File: src/tea_block_cipher_top_defines.svh
// Assertion macros used by the cipher top module.
`ifndef TEA_BLOCK_CIPHER_TOP_DEFINES_SVH
`define TEA_BLOCK_CIPHER_TOP_DEFINES_SVH

// Same-cycle implication, sampled on clk, off while rst_n is low.
`define TEA_ASSERT_NOW(lbl, ante, cons, msg) \
  lbl: assert property (@(posedge clk) disable iff (!rst_n) (ante) |-> (cons)) else $error(msg);

// Next-cycle implication, sampled on clk, off while rst_n is low.
`define TEA_ASSERT_NEXT(lbl, ante, cons, msg) \
  lbl: assert property (@(posedge clk) disable iff (!rst_n) (ante) |=> (cons)) else $error(msg);

`endif

File: src/tea_pkg.sv
package tea_pkg;

  localparam int WORD_W = 32;

  localparam logic [WORD_W-1:0] TEA_DELTA = 32'h9e3779b9;

  // Block in flight: direction and the two words
  typedef struct packed {
    logic              dec;
    logic [WORD_W-1:0] v0;
    logic [WORD_W-1:0] v1;
  } tea_stage_t;

  typedef struct packed {
    logic [WORD_W-1:0] k0;
    logic [WORD_W-1:0] k1;
    logic [WORD_W-1:0] k2;
    logic [WORD_W-1:0] k3;
  } tea_key_t;

endpackage

File: src/tea_cell.sv
module tea_cell
  import tea_pkg::*;
#(
  parameter int ROUNDS    = 32,
  parameter int ROUND_IDX = 0
) (
  input  logic       clk,
  input  logic       rst_n,
  input  logic       adv_i,
  input  tea_key_t   key_i,
  input  logic       vld_i,
  input  tea_stage_t data_i,
  output logic       vld_o,
  output tea_stage_t data_o
);

  // Round sums fixed per position in the chain
  localparam logic [63:0] ENC_PROD = 64'(TEA_DELTA) * 64'(ROUND_IDX + 1);
  localparam logic [63:0] DEC_PROD = 64'(TEA_DELTA) * 64'(ROUNDS - ROUND_IDX);
  localparam logic [WORD_W-1:0] SUM_ENC = ENC_PROD[WORD_W-1:0];
  localparam logic [WORD_W-1:0] SUM_DEC = DEC_PROD[WORD_W-1:0];

  function automatic logic [WORD_W-1:0] mix(
    input logic [WORD_W-1:0] w,
    input logic [WORD_W-1:0] sum,
    input logic [WORD_W-1:0] ka,
    input logic [WORD_W-1:0] kb
  );
    logic [WORD_W-1:0] a;
    logic [WORD_W-1:0] b;
    logic [WORD_W-1:0] c;
    a = (w << 4) + ka;
    b = w + sum;
    c = (w >> 5) + kb;
    return a ^ b ^ c;
  endfunction

  logic              mid_vld_r;
  tea_stage_t        mid_r;
  tea_stage_t        mid_nxt;
  logic              out_vld_r;
  tea_stage_t        out_r;
  tea_stage_t        out_nxt;
  logic [WORD_W-1:0] sum_a;
  logic [WORD_W-1:0] sum_b;
  logic [WORD_W-1:0] mix_a;
  logic [WORD_W-1:0] mix_b;

  // First half: encrypt updates v0 from v1, decrypt updates v1 from v0
  always_comb begin
    sum_a   = data_i.dec ? SUM_DEC : SUM_ENC;
    mix_a   = data_i.dec ? mix(data_i.v0, sum_a, key_i.k2, key_i.k3)
                         : mix(data_i.v1, sum_a, key_i.k0, key_i.k1);
    mid_nxt = data_i;
    if (data_i.dec) begin
      mid_nxt.v1 = data_i.v1 - mix_a;
    end else begin
      mid_nxt.v0 = data_i.v0 + mix_a;
    end
  end

  // Second half: the other word, from the one just updated
  always_comb begin
    sum_b   = mid_r.dec ? SUM_DEC : SUM_ENC;
    mix_b   = mid_r.dec ? mix(mid_r.v1, sum_b, key_i.k0, key_i.k1)
                        : mix(mid_r.v0, sum_b, key_i.k2, key_i.k3);
    out_nxt = mid_r;
    if (mid_r.dec) begin
      out_nxt.v0 = mid_r.v0 - mix_b;
    end else begin
      out_nxt.v1 = mid_r.v1 + mix_b;
    end
  end

  always_ff @(posedge clk) begin
    if (!rst_n) begin
      mid_vld_r <= 1'b0;
      out_vld_r <= 1'b0;
    end else if (adv_i) begin
      mid_vld_r <= vld_i;
      out_vld_r <= mid_vld_r;
    end
  end

  always_ff @(posedge clk) begin
    if (adv_i) begin
      mid_r <= mid_nxt;
      out_r <= out_nxt;
    end
  end

  assign vld_o  = out_vld_r;
  assign data_o = out_r;

endmodule

File: config.mk
export PLATFORM = sky130hd
export DESIGN_NAME = tea_cell
export DESIGN_NICKNAME = d
export VERILOG_FILES = /design/src/tea_block_cipher_top_defines.svh /design/src/tea_pkg.sv /design/src/tea_cell.sv
export SDC_FILE = /design/constraint.sdc
export NUM_CORES = 1
export LEC_CHECK = 0
export ABC_CLOCK_PERIOD_IN_PS = 9010
export BUFFER_PORTS_ARGS = -buffer_cell sky130_fd_sc_hd__buf_2
export CAP_MARGIN = 5
export CORE_MARGIN = 4
export CORE_UTILIZATION = 31
export DETAILED_ROUTE_END_ITERATION = 7
export PLACE_DENSITY = 0.52
export SLEW_MARGIN = 20
export SYNTH_ARGS = -nofsm -noshare
export SYNTH_HDL_FRONTEND = slang
export SYNTH_SLANG_ARGS = --single-unit
File: constraint.sdc
create_clock -name clk -period 9.01 [get_ports clk]
set_input_delay 0.901 -clock clk [delete_from_list [all_inputs] [get_ports clk]]
set_output_delay 0.901 -clock clk [all_outputs]
set_load 0.01 [all_outputs]
# Word-level counts from Yosys, hierarchy flattened
# Index checks and enable logic that the tools add are counted.
classes:
  add_sub_neg: 16
  mux: 8
  bitwise: 8
ops:
  columns: ["op", "n"]
  rows:
  - ["32-bit adder", 10]
  - ["32-bit XOR", 8]
  - ["32-bit 2-to-1 mux", 6]
  - ["27-bit by 32-bit adder with 32-bit output", 4]
  - ["32-bit subtractor", 2]
  - ["31-bit 2-to-1 mux", 2]
totals:
  register_bits: 132
  input_bits: 197
  out_inout_bits: 66
  elab_cells: 40

# Longest topological paths before layout
# Gate-level depths: netlist of run 1.
depth:
  depth_word: 7
  ltp_mapped: 30
  mapped_depth_nobuf: 28

# Least setup slack after synthesis of run 1
# Ideal clock, no wire load.
synth_path:
  path_type: "input-to-reg"
  start: "input port data_i[64] (netlist name)"
  end: "register mid_r[31] (netlist name), data pin"
  t_arrival_ps: 6576
  required_ps: 8752
  slack_ps: 2177
  cell_stages: 28
  n_path_buf: 2
  cell_sequence: "clkbuf_1 inv_2 buf_1 ha_1 a211oi_1 a21boi_1 o21a_1 o21a_1 nand2b_1 a21o_1 nand2_1 xnor2_1 xnor2_1 xnor2_1 o21a_1 ha_1 o21a_1 o21ai_0 a21oi_1 or2_2 a31o_2 a31oi_1 o31ai_1 a31oi_1 xnor3_1 xnor2_1 nand2_1 xnor2_1"
synth_lines:
  columns: ["item", "line_no", "rtl"]
  rows:
  - ["start: declaration", "tea_cell.sv:12", "input tea_stage_t data_i,"]
  - ["end signal: assignment", "tea_cell.sv:87", "mid_r <= mid_nxt;"]
  - ["end: declaration", "tea_cell.sv:39", "tea_stage_t mid_r;"]

==> impl_metrics.json, run 1 <==
{
  "synth.net_count": 4098,
  "drive_above_1_share_pct": 11.05,
  "gr-usage-met3_pct": 2.818,
  "p_switching_mw": 7.924,
  "synth.top_cell.area_share_pct": 18.31,
  "synth_area_mm2": 0.02828,
  "ctsResizeCount": 0,
  "htreeDepth": 4,
  "path_clk_slew_ns": 0.07,
  "cp-startpoint": "mid_r[37]",
  "initial_core_util_pct": 31.33,
  "dieArea_mm2": 0.09614,
  "comb_power_share_pct": 85.0,
  "ant_nets": 0,
  "start_kind": "register",
  "p_per_area_mw_per_mm2": 474.2,
  "end_kind": "register",
  "path_cells": "ha_1 > fa_1 > a21o_1 > a21o_1 > a2111oi_0 > o211ai_1 > a211o_1 > a21oi_1 > o21bai_1 > a21oi_1 > xnor2_1 > o21ai_0 > inv_1 > ha_1 > a21o_1 > a21oi_1 > o211ai_1 > a31o_2 > o31a_1 > a31o_2 > a31oi_1 > and2_1 > mux2i_1 > xnor2_1",
  "required_ns": 9.28,
  "synth.avg_cell_area_um2": 8.139,
  "die_h_um": 310.1,
  "yosysTopAreaCell": "ha_1",
  "cts-buffers-inserted": 17,
  "worstRegToRegCells": 24,
  "coreArea_mm2": 0.09029,
  "busiest_layer": "met2",
  "synth_common_cells": "586 x xnor2_1, 414 x ha_1, 338 x a21oi_1",
  "grt_max_degree": 89,
  "yosys_most_used_dff": "edfxtp_1",
  "path_max_fanout": 7,
  "synth_warnings": 0,
  "clock_skew_ns": 0.01744,
  "hpwlAfterDp_um": 91340,
  "met1_usage_pct": 29.80,
  "finalHoldViolCount": 0,
  "cts_buffer_depth": 2,
  "ys_ff_latch": 132,
  "yosysSeqAreaShare_pct": 13.94,
  "place_congestion": 0.9646,
  "nNetsFinal": 4338,
  "synth_cell_types": 80,
  "p_int_mw": 7.057,
  "cp_data_arrival_time_ns": 7.40,
  "p_leak_nw": 13.62,
  "drtIter0Drc": 2007,
  "track_usage_pct": 22.22,
  "clock-sinks": 132,
  "critPathBufInv": 1,
  "post_cts_buffers": 0,
  "setup_viol": 0,
  "cts_tree": "built",
  "cap_violations": 0,
  "period_share_pct": 79.21,
  "use_met2_pct": 37.08,
  "viasPerCell": 5.499,
  "row_count": 110,
  "die_w_um": 310.1,
  "antenna_found_initial": 24,
  "firstDrtPassIters": 6,
  "critPathSlowestCell": "a2111oi_0",
  "place_ws_ns": 1.479,
  "area_delta_synth_final_pct": 11.69,
  "slew_violations": 0,
  "reg2reg_slack_ns": 1.87,
  "tightest_slew_ns": 0.9740,
  "worst_slack_ns": 1.873,
  "cts_hold_buf": 0,
  "worstHoldStart": "vld_o",
  "hold_class": "register to register",
  "overflow": 0,
  "grt_pass1_vias": 26415,
  "status": "finished, final reports clean",
  "r2r-end": "data_o[63]",
  "crit_family": "compound AO/OA/AOI/OAI gates",
  "clockPowerShare_pct": 5.1,
  "worstReg2RegStart": "mid_r[37]",
  "setup.worst_path.class": "register to register",
  "wl_per_cell_um": 22.32,
  "worstHoldPathCells": 2,
  "grt_pass1_wl_um": 160300,
  "vias": 27046,
  "final.setup.tns_ns": 0,
  "wl_um": 109800,
  "port_buffers": 262,
  "fmax_ghz": 0.1401,
  "yosysMostFrequentCell": "xnor2_1",
  "synth_area_leaders": "ha_1 18%, xnor2_1 18%, edfxtp_1 14%, a21oi_1 6.0%, a21o_1 5.8%",
  "clk_latency_ns": 0.52,
  "hold_end": "vld_o",
  "worst_ir_drop_vdd_mv": 0.2179,
  "io-pin-count": 263,
  "p_seq_share_pct": 9.9,
  "design_power_total_mw": 14.98,
  "swShare_pct": 52.90,
  "rsz0062_at_grt": "false",
  "syn_inst": 3475,
  "drc_errors": 0,
  "clock-root-buffer": "clkbuf_16",
  "max-slew-margin-rel_pct": 34.22,
  "ys_async_sr_fraction_pct": 0,
  "synth_edf_count": 130,
  "post-route-min-period_ns": 7.137,
  "max_stage_delay_ns": 0.74
}
-- power by group through the flow --
stage	Combinational, mW	Clock (mW)	Sequential (mW)
2_1_floorplan	9.32	0	1.42
6_report	12.7	0.757	1.49
3_3_place_gp	12.5	0	1.51
4_1_cts	12.6	0.784	1.49
5_1_grt	13.9	0.800	1.52
3_5_place_dp	12.5	0	1.50
-- how the worst max path moves through the flow --
stage | to | slack (ns) | cells after the start
3_3_place_gp | data_o[63] | 1.53 | 25
5_1_grt | data_o[31] | 1.34 | 26
2_1_floorplan | mid_r[31] | 2.18 | 28
4_1_cts | data_o[31] | 1.87 | 26
3_5_place_dp | data_o[31] | 1.48 | 27
6_report | data_o[63] | 1.87 | 24
-- flip-flops by register name (all words and copies together) (netlist names) --
signal,count
data_o,65
mid_r,65
mid_vld_r,1
vld_o,1
-- routing by layer --
layer  vias up  part of all wire, %
met5         -                0.080
met4        14                  2.9
met3       167                  5.4
met2       792                   46
met1     12768                   46
li1      13305                    -
-- stage by stage --
step | cell area, um2 | utilization, % | instances | hold WS, ns
detailed placement | 30990 | 34.32 | 4872 | 0.5222
finish | 31590 | 34.99 | 4918 | 0.5301
CTS | 31560 | 34.95 | 4904 | 0.5365
global placement | 30990 | 34.32 | 4872 | 0.4985
floorplan | 28280 | - | 3475 | 0.4824
global route | 31570 | 34.97 | 4911 | 0.5554
-- cells by family (layout without fill, tap and decap cells) --
family                     after synthesis  count (layout)  synth area share [%]
AOI/OAI and AO/OA                     1183            1183                 26.69
and+or+nand+nor                        791             791                 13.27
xor gates and xnor gates               697             697                 21.68
adders and majority gates              426             426                 19.16
buffers and inverters                  169             422                 2.252
DFF                                    132             132                 13.94
muxes                                   77              77                 3.004
other                                    0              14                     0
-- cells in the final DEF (no fill, tap or decap), types with 46 or more instances in the layout --
master	n
edfxtp_1	130
o21ai_0	229
nand3_1	55
nor2_1	186
mux2_2	63
a21o_1	218
xnor2_1	586
o21a_1	70
ha_1	414
buf_2	260
o21bai_1	53
a31oi_1	46
a21oi_1	338
nor3_1	47
nand2_1	271
xor2_1	109
inv_1	111
-- worst reg2reg max path: stages (launching register included) --
cell and delay (ns):
edfxtp_1 0.56, ha_1 0.30, fa_1 0.41, a21o_1 0.18, a21o_1 0.21, a2111oi_0 0.74, o211ai_1 0.31, a211o_1 0.32
a21oi_1 0.36, o21bai_1 0.10, a21oi_1 0.23, xnor2_1 0.12, o21ai_0 0.51, inv_1 0.10, ha_1 0.39, a21o_1 0.21
a21oi_1 0.28, o211ai_1 0.14, a31o_2 0.26, o31a_1 0.30, a31o_2 0.28, a31oi_1 0.20, and2_1 0.15, mux2i_1 0.08
xnor2_1 0.14
-- area by class of cell --
class / instances / area (um2)
fill: 9588 / 58700
multi-input combinational: 3174 / 23700
sequential: 132 / 3944
tap: 1176 / 1471
timing repair buffer: 275 / 1434
inverter: 115 / 432.9
clock buffer: 17 / 425.4
clock inverter: 15 / 145.1
antenna: 14 / 35.03
No activity file was read; power rests on OpenSTA's default activity.
==> run 2: changes to the inputs <==
--- a/config.mk
+++ b/config.mk
@@ -5,13 +5,14 @@
 export SDC_FILE = /design/constraint.sdc
 export NUM_CORES = 1
 export LEC_CHECK = 0
-export ABC_CLOCK_PERIOD_IN_PS = 9010
+export ABC_AREA = 1
+export ABC_CLOCK_PERIOD_IN_PS = 6400
 export BUFFER_PORTS_ARGS = -buffer_cell sky130_fd_sc_hd__buf_2
 export CAP_MARGIN = 5
 export CORE_MARGIN = 4
 export CORE_UTILIZATION = 31
 export DETAILED_ROUTE_END_ITERATION = 7
-export PLACE_DENSITY = 0.52
+export PLACE_DENSITY = 0.53
 export SLEW_MARGIN = 20
 export SYNTH_ARGS = -nofsm -noshare
 export SYNTH_HDL_FRONTEND = slang
==> constraint.sdc (replaced) <==
create_clock -name clk -period 6.4 [get_ports clk]
set_input_delay 0.64 -clock clk [delete_from_list [all_inputs] [get_ports clk]]
set_output_delay 0.64 -clock clk [all_outputs]
set_load 0.01 [all_outputs]
==> run 2 against run 1 <==
- setup slack got worse by 1.3 ns
- first-iteration DRC count up 79%
- combinational power is 11% higher
- core utilization decreased by 0.23 points
- area after synthesis grew 22%
- sequential power is 28% higher
- count of clock-buffer cells in the layout stayed put
- clock skew decreased by 0.0016 ns
- register-to-register slack lost 1.3 ns
- sequential share of layout area is 2.2 points lower
- synthesized cell count rose by 64%
- critical path depth rose by 1
==> impl_metrics.json, run 2 <==
{
  "grt_pass1_vias": 36492,
  "synth_area_mm2": 0.03450,
  "clock-root-buffer": "clkbuf_16",
  "overflow": 0,
  "dieArea_mm2": 0.1167,
  "clock-sinks": 132,
  "place_ws_ns": 0.7518,
  "drtIter0Drc": 3601,
  "ys_ff_latch": 132,
  "clk_latency_ns": 0.50,
  "synth_warnings": 0,
  "yosysMostFrequentCell": "nand2_1",
  "critPathSlowestCell": "edfxtp_1",
  "htreeDepth": 4,
  "p_per_area_mw_per_mm2": 444.4,
  "nNetsFinal": 6604,
  "nFillCells": 12426,
  "track_usage_pct": 28.17,
  "antenna_found_initial": 15,
  "firstDrtPassIters": 6,
  "setup_viol": 0,
  "max-slew-margin-rel_pct": 34.60,
  "drive_above_1_share_pct": 7.841,
  "worst_ir_drop_vdd_mv": 0.2346,
  "cts_buffer_depth": 2,
  "post-route-min-period_ns": 5.809,
  "path_clk_slew_ns": 0.07,
  "path_common_cell": "nand2_1",
  "wl_um": 171400,
  "synth.net_count": 6334,
  "synth_area_leaders": "nand2_1 18%, ha_1 15%, edfxtp_1 11%, inv_1 7.5%, xor2_1 7.3%",
  "ant_nets": 0,
  "grt_pass1_wl_um": 242600,
  "ys_async_sr_fraction_pct": 0,
  "critPathBufInv": 3,
  "max_stage_delay_ns": 0.85,
  "worstHoldStart": "vld_i",
  "multi_input_area_mm2": 0.02773,
  "p_leak_nw": 19.30,
  "row_count": 122,
  "synth.avg_cell_area_um2": 6.041,
  "area_delta_synth_final_pct": 11.35,
  "hold_class": "input pin to register",
  "setup.worst_path.class": "register to register",
  "ctsResizeCount": 0,
  "cts_hold_buf": 0,
  "cts_tree": "built",
  "worstReg2RegStart": "mid_r[47]",
  "hpwlAfterDp_um": 147800,
  "crit_family": "simple AND/OR/NAND/NOR gates",
  "synth_edf_count": 130,
  "wl_per_cell_um": 22.88,
  "rsz0062_at_grt": "false",
  "final_cell_mix": "1637 x nand2_1, 685 x inv_1, 505 x nor2_1",
  "die_w_um": 341.6,
  "yosys_most_used_dff": "edfxtp_1",
  "period_share_pct": 90.76,
  "end_kind": "register",
  "yosysSeqAreaShare_pct": 11.43,
  "initial_core_util_pct": 31.22,
  "final_common_cell": "nand2_1",
  "syn_inst": 5711,
  "synth.top_cell.area_share_pct": 17.81,
  "cap_violations": 0,
  "yosysTopAreaCell": "nand2_1",
  "cts-buffers-inserted": 17,
  "port_buffers": 262,
  "register_area_mm2": 0.003944,
  "cp-startpoint": "mid_r[47]",
  "fmax_ghz": 0.1722,
  "viasPerCell": 5.313,
  "final.setup.tns_ns": 0,
  "required_ns": 6.65,
  "status": "finished, final reports clean",
  "slew_violations": 0,
  "post_cts_buffers": 0,
  "synth_common_cells": "1637 x nand2_1, 686 x inv_1, 505 x nor2_1",
  "start_kind": "register",
  "finalHoldViolCount": 0,
  "place_congestion": 1.039,
  "clock_skew_ns": 0.01584,
  "path_max_fanout": 8,
  "tightest_slew_ns": 0.9708,
  "coreArea_mm2": 0.1105,
  "synth_cell_types": 62,
  "grt_max_degree": 94,
  "io-pin-count": 263,
  "die_h_um": 341.6,
  "worst_slack_ns": 0.5913,
  "cp_data_arrival_time_ns": 6.06,
  "drc_errors": 0,
  "vias": 39796
}
run 2: cell types whose count changed after synthesis, sizes merged, moves of 162 or more:
cell   delta
nand3   +350
nor2    +325
a21o    -162
xor2    +180
xnor2   -390
nand2  +1373
inv     +584
run 2: path summary, 6_finish.rpt:
path	slack (ns)	to	depth (start not counted)
max	0.59	data_o[31]	25
min	0.37	mid_vld_r	3
max reg2reg	0.59	data_o[31]	25
min reg2reg	0.49	vld_o	2
run 2: power by group:
| part | internal, mW | switching (mW) |
|---|---|---|
| Sequential | 1.42 | 0.472 |
| Clock | 0.554 | 0.502 |
| Combinational | 4.70 | 9.42 |
| Total | 6.68 | 10.4 |
run 2: logic make-up after synthesis:
logic type / after synthesis / share of synthesized area, %
and+or+nand+nor: 2807 / 33.97
buffers and inverters: 749 / 8.197
xor gates and xnor gates: 485 / 12.34
AOI/OAI and AO/OA: 1112 / 18.35
adders and majority gates: 426 / 15.71
DFF: 132 / 11.43
run 2: tightest hold or removal path, delay by kind of cell:
kind | cells | cell delay [ns]
buf+inv | 1 | 0.08
simple gates | 2 | 0.11
run 2: through the flow:
stage	instances	hold slack [ns]	cell area (um2)	utilization, %	power [mW]
floorplan	5711	0.4482	34500	-	11.05
global placement	7450	0.4673	37800	34.21	15.75
detailed placement	7450	0.4794	37800	34.21	15.72
CTS	7482	0.3536	38390	34.74	16.85
global route	7482	0.3852	38390	34.74	18.48
finish	7491	0.3748	38410	34.76	17.07
run 2: final cells by class:
class                           count  share of cell area, %
Antenna cell                        9                0.05863
Clock buffer                       17                  1.107
Clock inverter                     15                 0.4267
Inverter                          698                  6.833
Multi-Input combinational cell   4830                  72.18
Sequential cell                   132                  10.27
Tap cell                         1488                  4.847
Timing Repair Buffer              302                  4.283
run 2: metal layers:
layer	wire length [um]	GRT usage, %	up-vias	share of wire, %
li1	-	-	19586	-
met1	75620	37.91	18345	44
met5	45	0	-	0.026
met2	74670	44.89	1567	44
met4	8360	11.62	6	4.9
met3	12660	4.342	292	7.4
